File: config.mk
export PLATFORM = sky130hd
export DESIGN_NAME = fixed_point_decimal_formatter_core_flat
export DESIGN_NICKNAME = d
export VERILOG_FILES = /design/src/fpdf_pkg.sv /design/src/fpdf_req_if.sv /design/src/fpdf_rsp_if.sv /design/src/fixed_point_decimal_formatter_core.sv /design/src/fpdf_bcd_unit.sv /design/src/flat_wrapper.sv
export SDC_FILE = /design/constraint.sdc
export NUM_CORES = 1
export LEC_CHECK = 0
export BUFFER_PORTS_ARGS = -buffer_cell sky130_fd_sc_hd__buf_2
export CAP_MARGIN = 10
export CORE_MARGIN = 4
export CORE_UTILIZATION = 40
export DETAILED_ROUTE_END_ITERATION = 8
export GPL_TIMING_DRIVEN = 0
export PLACE_DENSITY = 0.64
export SLEW_MARGIN = 20
export SYNTH_ARGS = -nofsm -noshare
export SYNTH_HDL_FRONTEND = slang
export SYNTH_HIERARCHICAL = 1
export SYNTH_SLANG_ARGS = --single-unit
File: constraint.sdc
create_clock -name clock -period 17.6 [get_ports clock]
set_input_delay 0.88 -clock clock [delete_from_list [all_inputs] [get_ports clock]]
set_output_delay 0.88 -clock clock [all_outputs]
set_load 0.03 [all_outputs]
File: src/fpdf_pkg.sv
// Shared types, constants and helpers of the fixed-point decimal formatter.
`timescale 1ns / 1ps
package fpdf_pkg;

   localparam int MAG_WIDTH   = 64;
   localparam int NUM_DIGITS  = 20;
   localparam int BCD_WIDTH   = 4 * NUM_DIGITS;
   localparam int CSR_AWIDTH  = 3;
   localparam int CSR_DWIDTH  = 32;

   localparam logic [4:0] MAX_SCALE         = 5'd18;
   localparam logic [4:0] LAST_NORM_STEP    = 5'd19;
   localparam logic [4:0] FULL_WIDTH_DIGITS = 5'd20;
   localparam logic [5:0] LAST_CONV_STEP    = 6'd63;

   localparam logic [7:0] CHAR_ZERO  = 8'h30;
   localparam logic [7:0] CHAR_POINT = 8'h2E;
   localparam logic [7:0] CHAR_MINUS = 8'h2D;
   localparam logic [7:0] CHAR_NONE  = 8'h00;

   localparam logic REG_STORED_SCALE  = 1'b0;
   localparam logic REG_OUTPUT_DIGITS = 1'b1;

   typedef enum logic [2:0] {
      ST_IDLE,
      ST_CONVERT,
      ST_CHECK,
      ST_NORMALISE,
      ST_EMIT,
      ST_ERROR
   } state_type;

   typedef enum logic [2:0] {
      OP_HOLD,
      OP_LOAD,
      OP_DABBLE,
      OP_SHIFT_RIGHT,
      OP_SHIFT_LEFT
   } op_type;

   function automatic logic [4:0] clamp_scale(input logic [4:0] value);
      return (value > MAX_SCALE) ? MAX_SCALE : value;
   endfunction

endpackage

File: src/fpdf_req_if.sv
// Input channel interface carrying one scaled value per word.
`timescale 1ns / 1ps
interface fpdf_req_if;
   logic               valid;
   logic               ready;
   logic signed [63:0] units_value;

   modport source (output valid, output units_value, input ready);
   modport sink (input valid, input units_value, output ready);
endinterface

File: src/fpdf_rsp_if.sv
// Result channel interface carrying one text character per word.
`timescale 1ns / 1ps
interface fpdf_rsp_if;
   logic       valid;
   logic       ready;
   logic [7:0] text_char;
   logic       last_char;
   logic       status;

   modport source (output valid, output text_char, output last_char, output status,
                   input ready);
   modport sink (input valid, input text_char, input last_char, input status,
                 output ready);
endinterface

File: src/fixed_point_decimal_formatter_core.sv
// Top level of the fixed-point decimal formatter: sequencer, registers and ports.
//
//   Channel   Direction  Carries
//   req_chan  in         units_value, one word per value
//   rsp_chan  out        text_char, last_char, status, one word per character
//   csr_*     in         APB writes and reads of the two format registers
//
// A value is accepted, converted in the shared BCD unit, checked for nonzero dropped
// digits and normalised, then emitted at one cycle per character (up to 39) while
// the result side takes words.
// req_chan.ready is high only in the idle state. The result register is
// reloaded in the cycle it is taken, so an unstalled run emits a word a cycle.
// Reset is synchronous and clears the sequencer, the result valid and both
// registers.
`timescale 1ns / 1ps
module fixed_point_decimal_formatter_core (
   input  logic                            clock,
   input  logic                            reset,
   fpdf_req_if.sink                        req_chan,
   fpdf_rsp_if.source                      rsp_chan,
   input  logic                            csr_psel,
   input  logic                            csr_penable,
   input  logic                            csr_pwrite,
   input  logic [fpdf_pkg::CSR_AWIDTH-1:0] csr_paddr,
   input  logic [fpdf_pkg::CSR_DWIDTH-1:0] csr_pwdata,
   output logic [fpdf_pkg::CSR_DWIDTH-1:0] csr_prdata,
   output logic                            csr_pready
);
   import fpdf_pkg::*;

   state_type   state_ff, state_in;
   op_type      op;
   logic [5:0]  cnt_ff, cnt_in;
   logic [5:0]  pos_ff, pos_in;
   logic        neg_ff, neg_in;
   logic        sign_ff, sign_in;
   logic [4:0]  dc_ff, dc_in;
   logic [4:0]  storage_ff;
   logic [4:0]  output_ff;
   logic        rsp_valid_ff, rsp_valid_in;
   logic [7:0]  char_ff, char_in;
   logic        last_ff, last_in;
   logic        status_ff, status_in;

   logic [3:0]  top_digit;
   logic [3:0]  low_digit;
   logic [63:0] magnitude;
   logic [4:0]  ss, od, drop, rf, intcnt, ilen, pad;
   logic [5:0]  len, p, q;
   logic        out_free;
   logic        is_last;
   logic [7:0]  emit_char;
   logic        emit_digit;
   logic        csr_write;

   fpdf_bcd_unit u_bcd (
      .clock      (clock),
      .op         (op),
      .load_value (magnitude),
      .top_digit  (top_digit),
      .low_digit  (low_digit)
   );

   assign csr_write  = csr_psel && csr_penable && csr_pwrite;
   assign csr_pready = 1'b1;
   assign csr_prdata = {{(CSR_DWIDTH-5){1'b0}},
                        (csr_paddr[2] == REG_OUTPUT_DIGITS) ? output_ff : storage_ff};

   always_ff @(posedge clock) begin
      if (reset) begin
         storage_ff <= '0;
         output_ff  <= '0;
      end else if (csr_write) begin
         if (csr_paddr[2] == REG_STORED_SCALE) begin
            storage_ff <= csr_pwdata[4:0];
         end else begin
            output_ff <= csr_pwdata[4:0];
         end
      end
   end

   assign magnitude = req_chan.units_value[63] ? (~req_chan.units_value + 64'd1)
                                               : req_chan.units_value;

   // Layout figures: rf fraction digits kept, intcnt whole digits of the value.
   always_comb begin
      ss     = clamp_scale(storage_ff);
      od     = clamp_scale(output_ff);
      drop   = (od < ss) ? ss - od : 5'd0;
      rf     = (od < ss) ? od : ss;
      if (rf == 5'd0) begin
         intcnt = dc_ff;
      end else if (dc_ff > rf) begin
         intcnt = dc_ff - rf;
      end else begin
         intcnt = 5'd0;
      end
      ilen   = (intcnt == 5'd0) ? 5'd1 : intcnt;
      pad    = (intcnt == 5'd0 && rf > dc_ff) ? rf - dc_ff : 5'd0;
      len    = {5'd0, sign_ff} + {1'b0, ilen} + {5'd0, (od != 5'd0)} + {1'b0, od};
      is_last = (pos_ff == len - 6'd1);
      p      = pos_ff - {5'd0, sign_ff};
      q      = p - {1'b0, ilen} - 6'd1;
   end

   always_comb begin
      emit_char  = CHAR_ZERO;
      emit_digit = 1'b0;
      if (sign_ff && pos_ff == 6'd0) begin
         emit_char = CHAR_MINUS;
      end else if (p < {1'b0, ilen}) begin
         if (intcnt != 5'd0) begin
            emit_char  = {4'h3, top_digit};
            emit_digit = 1'b1;
         end
      end else if (p == {1'b0, ilen}) begin
         emit_char = CHAR_POINT;
      end else if (q < {1'b0, pad}) begin
         emit_char = CHAR_ZERO;
      end else if (q < {1'b0, rf}) begin
         emit_char  = {4'h3, top_digit};
         emit_digit = 1'b1;
      end
   end

   assign out_free = !rsp_valid_ff || rsp_chan.ready;

   always_comb begin
      state_in     = state_ff;
      op           = OP_HOLD;
      cnt_in       = cnt_ff;
      pos_in       = pos_ff;
      neg_in       = neg_ff;
      sign_in      = sign_ff;
      dc_in        = dc_ff;
      rsp_valid_in = rsp_valid_ff && !rsp_chan.ready;
      char_in      = char_ff;
      last_in      = last_ff;
      status_in    = status_ff;
      unique case (state_ff)
         ST_IDLE: begin
            if (req_chan.valid) begin
               op       = OP_LOAD;
               neg_in   = req_chan.units_value[63];
               cnt_in   = '0;
               state_in = ST_CONVERT;
            end
         end
         ST_CONVERT: begin
            op     = OP_DABBLE;
            cnt_in = cnt_ff + 6'd1;
            if (cnt_ff == LAST_CONV_STEP) begin
               cnt_in   = '0;
               state_in = ST_CHECK;
            end
         end
         ST_CHECK: begin
            if (cnt_ff[4:0] == drop) begin
               cnt_in   = '0;
               state_in = ST_NORMALISE;
            end else if (low_digit != 4'h0) begin
               state_in = ST_ERROR;
            end else begin
               op     = OP_SHIFT_RIGHT;
               cnt_in = cnt_ff + 6'd1;
            end
         end
         ST_NORMALISE: begin
            if (top_digit != 4'h0 || cnt_ff[4:0] == LAST_NORM_STEP) begin
               dc_in    = FULL_WIDTH_DIGITS - cnt_ff[4:0];
               sign_in  = neg_ff && (top_digit != 4'h0);
               pos_in   = '0;
               state_in = ST_EMIT;
            end else begin
               op     = OP_SHIFT_LEFT;
               cnt_in = cnt_ff + 6'd1;
            end
         end
         ST_EMIT: begin
            if (out_free) begin
               rsp_valid_in = 1'b1;
               char_in      = emit_char;
               last_in      = is_last;
               status_in    = 1'b0;
               pos_in       = pos_ff + 6'd1;
               if (emit_digit) begin
                  op = OP_SHIFT_LEFT;
               end
               if (is_last) begin
                  state_in = ST_IDLE;
               end
            end
         end
         ST_ERROR: begin
            if (out_free) begin
               rsp_valid_in = 1'b1;
               char_in      = CHAR_NONE;
               last_in      = 1'b1;
               status_in    = 1'b1;
               state_in     = ST_IDLE;
            end
         end
         default: begin
            state_in = ST_IDLE;
         end
      endcase
   end

   always_ff @(posedge clock) begin
      if (reset) begin
         state_ff     <= ST_IDLE;
         rsp_valid_ff <= 1'b0;
         cnt_ff       <= '0;
         pos_ff       <= '0;
      end else begin
         state_ff     <= state_in;
         rsp_valid_ff <= rsp_valid_in;
         cnt_ff       <= cnt_in;
         pos_ff       <= pos_in;
      end
   end

   always_ff @(posedge clock) begin
      neg_ff    <= neg_in;
      sign_ff   <= sign_in;
      dc_ff     <= dc_in;
      char_ff   <= char_in;
      last_ff   <= last_in;
      status_ff <= status_in;
   end

   assign req_chan.ready     = (state_ff == ST_IDLE);
   assign rsp_chan.valid     = rsp_valid_ff;
   assign rsp_chan.text_char = char_ff;
   assign rsp_chan.last_char = last_ff;
   assign rsp_chan.status    = status_ff;

endmodule

File: src/fpdf_bcd_unit.sv
// Shared BCD datapath: binary to BCD conversion and decimal digit shifts.
`timescale 1ns / 1ps
module fpdf_bcd_unit (
   input  logic                      clock,
   input  fpdf_pkg::op_type          op,
   input  logic [63:0]               load_value,
   output logic [3:0]                top_digit,
   output logic [3:0]                low_digit
);
   import fpdf_pkg::*;

   logic [MAG_WIDTH-1:0] bin_ff;
   logic [MAG_WIDTH-1:0] bin_in;
   logic [BCD_WIDTH-1:0] bcd_ff;
   logic [BCD_WIDTH-1:0] bcd_in;
   logic [BCD_WIDTH-1:0] adjusted;

   always_comb begin
      for (int d = 0; d < NUM_DIGITS; d++) begin
         if (bcd_ff[4*d +: 4] >= 4'd5) begin
            adjusted[4*d +: 4] = bcd_ff[4*d +: 4] + 4'd3;
         end else begin
            adjusted[4*d +: 4] = bcd_ff[4*d +: 4];
         end
      end
   end

   always_comb begin
      bin_in = bin_ff;
      bcd_in = bcd_ff;
      unique case (op)
         OP_HOLD: begin
         end
         OP_LOAD: begin
            bin_in = load_value;
            bcd_in = '0;
         end
         OP_DABBLE: begin
            bcd_in = {adjusted[BCD_WIDTH-2:0], bin_ff[MAG_WIDTH-1]};
            bin_in = {bin_ff[MAG_WIDTH-2:0], 1'b0};
         end
         OP_SHIFT_RIGHT: begin
            bcd_in = {4'h0, bcd_ff[BCD_WIDTH-1:4]};
         end
         OP_SHIFT_LEFT: begin
            bcd_in = {bcd_ff[BCD_WIDTH-5:0], 4'h0};
         end
         default: begin
         end
      endcase
   end

   always_ff @(posedge clock) begin
      bin_ff <= bin_in;
      bcd_ff <= bcd_in;
   end

   assign top_digit = bcd_ff[BCD_WIDTH-1 -: 4];
   assign low_digit = bcd_ff[3:0];

endmodule
File: src/flat_wrapper.sv
// flat-port wrapper written by rule: the top's interface ports become plain ports
module fixed_point_decimal_formatter_core_flat import fpdf_pkg::*;
  (clock, reset, csr_psel, csr_penable, csr_pwrite, csr_paddr, csr_pwdata, csr_prdata, csr_pready, req_chan_valid, req_chan_units_value, req_chan_ready, rsp_chan_valid, rsp_chan_text_char, rsp_chan_last_char, rsp_chan_status, rsp_chan_ready);
  fpdf_req_if req_chan_i ();
  fpdf_rsp_if rsp_chan_i ();
  input  logic clock;
  input  logic reset;
  input  logic csr_psel;
  input  logic csr_penable;
  input  logic csr_pwrite;
  input  logic [fpdf_pkg::CSR_AWIDTH-1:0] csr_paddr;
  input  logic [fpdf_pkg::CSR_DWIDTH-1:0] csr_pwdata;
  output logic [fpdf_pkg::CSR_DWIDTH-1:0] csr_prdata;
  output logic csr_pready;
  input wire logic [$bits(req_chan_i.valid)-1:0] req_chan_valid;
  input wire logic [$bits(req_chan_i.units_value)-1:0] req_chan_units_value;
  output wire logic [$bits(req_chan_i.ready)-1:0] req_chan_ready;
  output wire logic [$bits(rsp_chan_i.valid)-1:0] rsp_chan_valid;
  output wire logic [$bits(rsp_chan_i.text_char)-1:0] rsp_chan_text_char;
  output wire logic [$bits(rsp_chan_i.last_char)-1:0] rsp_chan_last_char;
  output wire logic [$bits(rsp_chan_i.status)-1:0] rsp_chan_status;
  input wire logic [$bits(rsp_chan_i.ready)-1:0] rsp_chan_ready;
  assign req_chan_i.valid = req_chan_valid;
  assign req_chan_i.units_value = req_chan_units_value;
  assign req_chan_ready = req_chan_i.ready;
  assign rsp_chan_valid = rsp_chan_i.valid;
  assign rsp_chan_text_char = rsp_chan_i.text_char;
  assign rsp_chan_last_char = rsp_chan_i.last_char;
  assign rsp_chan_status = rsp_chan_i.status;
  assign rsp_chan_i.ready = rsp_chan_ready;
  fixed_point_decimal_formatter_core u_core (.clock(clock), .reset(reset), .req_chan(req_chan_i), .rsp_chan(rsp_chan_i), .csr_psel(csr_psel), .csr_penable(csr_penable), .csr_pwrite(csr_pwrite), .csr_paddr(csr_paddr), .csr_pwdata(csr_pwdata), .csr_prdata(csr_prdata), .csr_pready(csr_pready));
endmodule
==> metrics <==
CTS tree yes; Non-Filler Instances 2129; Rel. slew slack 46.8%; largest family of logic cells by synthesized area simple AND/OR/NAND/NOR gates; DRT antenna net count 0; Hold Buf Count CTS 0; CTS root buf clkbuf_16; placer congestion estimate 0.858; simple-gate area share of the yosys netlist 18.7%; maximum vdd drop 0.0986 mV; Yosys top cell by area edfxtp_1; Final Critical Period 10.17 ns; core box area 33800 sq um; Mapped Cells 1522; Layout area overhead 13.5%; Final setup viols 0; share of layout cells above drive strength 1 14.7%; routed via count 11.4k; # IOs 151; die area 37500 sq um; Worst Tran Pin Value 0.789 ns; CP arrival 10.33 ns; # port buffers 90; Syn Std Cell Area 13800 sq um; Synth Area in XOR/XNOR 8.33%; Chip Height 194 um; Crit-path slowest cell o21ai_0; final net count 1865; worst-skew pair later-pin latency 0.46 ns; CP endpoint kind flop; top_reg_cell synth edfxtp_1; # diodes 0; Die Width 194 um; setup TNS 0 ns; initial antenna violation count 2; Cells after DPL 2097; Cell Pwr Density 161 nW/um^2; EDFF count, synth 159; CTS resizes 0; ys async rst share 0%; total CTS buffers 17; CTS clock-pin slew for the worst setup and hold paths 0.08 ns; WP data required 17.76 ns; FF+latch count, synth 185; worst-path maximum fanout 10; fillers 3266; top-area cell type share of the netlist area 34.6%; largest net degree at the start of global routing 25; GRT Resource Usage Total 18.1%; Leak 0.00635 uW; DR pass1 iterations 5; Area contributors post-synth edfxtp_1 (35%), ha_1 (7.7%), nand2_1 (7.2%); grt ovf 0; Compound-Gate Fraction of Synth Area 16.6%; count leader, synth nand2_1; register area 5300 sq um; HP Class reg -> reg; Post-CTS Setup Inserts 0; post-synth cell types 72; Post-synth top cells nand2_1 (265), edfxtp_1 (159), o21ai_0 (127); global-route wire length before repair 56500 um; Multi-input gate area 7710 sq um; DR DRC count 0; status finished clean; RSZ-0062 raised after global routing false; Detailed Route WL 34800 um; Post-DP HPWL 26300 um; crit share post-route 57.8%; adder-cell share of the synthesized area 8.59%; post-DR wirelength/cell 16.3 um; crit path kind reg -> reg; multiplexer share of the synthesized area 2.66%; drt initial violations 773; CTS HTree Levels 4; syn_area_per_cell 9.05 sq um; Final Max Slew Viols 0; # rows 67; CP peak stage delay 0.69 ns; Fin. Hold Viols 0; # clock sinks 185; Layout Skew 0.0177 ns; max_cap viols 0; startpoint types flop; sequential-to-total area share from yosys stat 38.4%; vias in the first global route 11.1k; Starting Density 40.8%; yosys warns 6; Clock Tree Buf Depth 2; vias per cell 5.36; Max Fclk 98.3 MHz
cell families (layout without fill, tap and decap cells):
kind of cell / count (synthesis) / in the layout
adder cells (fa/ha/maj): 91 / 91
flip-flops: 185 / 185
other: 2 / 30
AND/OR/NAND/NOR: 527 / 527
multiplexers: 34 / 34
AO/OA/AOI/OAI: 365 / 365
buffers and inverters: 187 / 318
XOR/XNOR: 131 / 131
through the flow:
step                      util [%]  total power, uW  area (sq um)  setup WS (ns)  hold slack (ns)
after floorplan                  -             1770         13900           6.50            0.458
after global placement        44.1             2080         14900           2.85            0.472
after detailed placement      44.6             2140         15100           7.58            0.487
after CTS                     46.3             2540         15600           7.47            0.502
after global routing          46.3             2720         15600           6.53            0.522
final                         46.3             2530         15600           7.43            0.506
path summary, 6_finish.rpt:
kind                            start                endpoint  slack (ns)  cells after the start
setup / recovery  u_core/output_ff[4]  u_core/u_bcd/bcd_ff[9]        7.43                     36
hold / removal       u_core/cnt_ff[5]        u_core/cnt_ff[5]        0.51                      2
setup reg to reg  u_core/output_ff[4]  u_core/u_bcd/bcd_ff[9]        7.43                     36
hold reg to reg      u_core/cnt_ff[5]        u_core/cnt_ff[5]        0.51                      2
power by group:
| group | switching, uW | total, uW | internal [uW] |
|---|---|---|---|
| clock | 188 | 389 | 201 |
| combinational | 707 | 1180 | 470 |
| sequential | 171 | 960 | 790 |
per-layer routing:
metal  up-vias  wire length, um  GRT usage [%]  share of wire, %
li1       5639                -              -                 -
met1      5430            15800           23.9                45
met2       305            16500           30.6                47
met3        40             1980           3.30               5.7
met4         4              508           5.56               1.5
met5         -               26              0             0.075
cell usage in the layout (no fill, tap or decap), drive strengths merged, types with 24 or more instances in the layout:
| cell type | instances |
|---|---|
| a22oi | 41 |
| dfxtp | 26 |
| ha | 85 |
| buf | 167 |
| a21oi | 66 |
| nand2 | 266 |
| clkbuf | 50 |
| xnor2 | 98 |
| nand2b | 41 |
| nor3b | 32 |
| o21ai | 142 |
| conb | 30 |
| o31ai | 24 |
| edfxtp | 159 |
| inv | 94 |
| xor2 | 33 |
| nor2 | 58 |
worst max-delay path: cells and delay by family, from the launching register on:
family	cells	cell delay, ns
AOI/OAI and AO/OA	13	4.29
buffers and inverters	6	1.50
xor gates and xnor gates	1	0.15
DFF	1	0.36
and+or+nand+nor	11	1.98
adders and majority gates	5	1.56
cell type report:
type                            count  area share, %
Clock inverter                     15          0.992
Multi-Input combinational cell   1178           49.3
Timing Repair Buffer               99           3.76
Clock buffer                       17           2.72
Buffer                            101           3.77
Inverter                           86           2.06
Tap cell                          448           3.58
Sequential cell                   185           33.8
flip-flops by register name (all words and copies together) (netlist names):
name,flops
u_core/output_ff,5
u_core/sign_ff,1
u_core/rsp_chan.valid,1
u_core/dc_ff,5
u_core/rsp_chan.status,1
u_core/cnt_ff,6
u_core/rsp_chan.text_char,6
u_core/storage_ff,5
u_core/neg_ff,1
u_core/pos_ff,6
u_core/rsp_chan.last_char,1
u_core/state_ff,3
u_core/u_bcd/bcd_ff,80
u_core/u_bcd/bin_ff,64
Note: power is estimated with default switching activity, not from simulation.
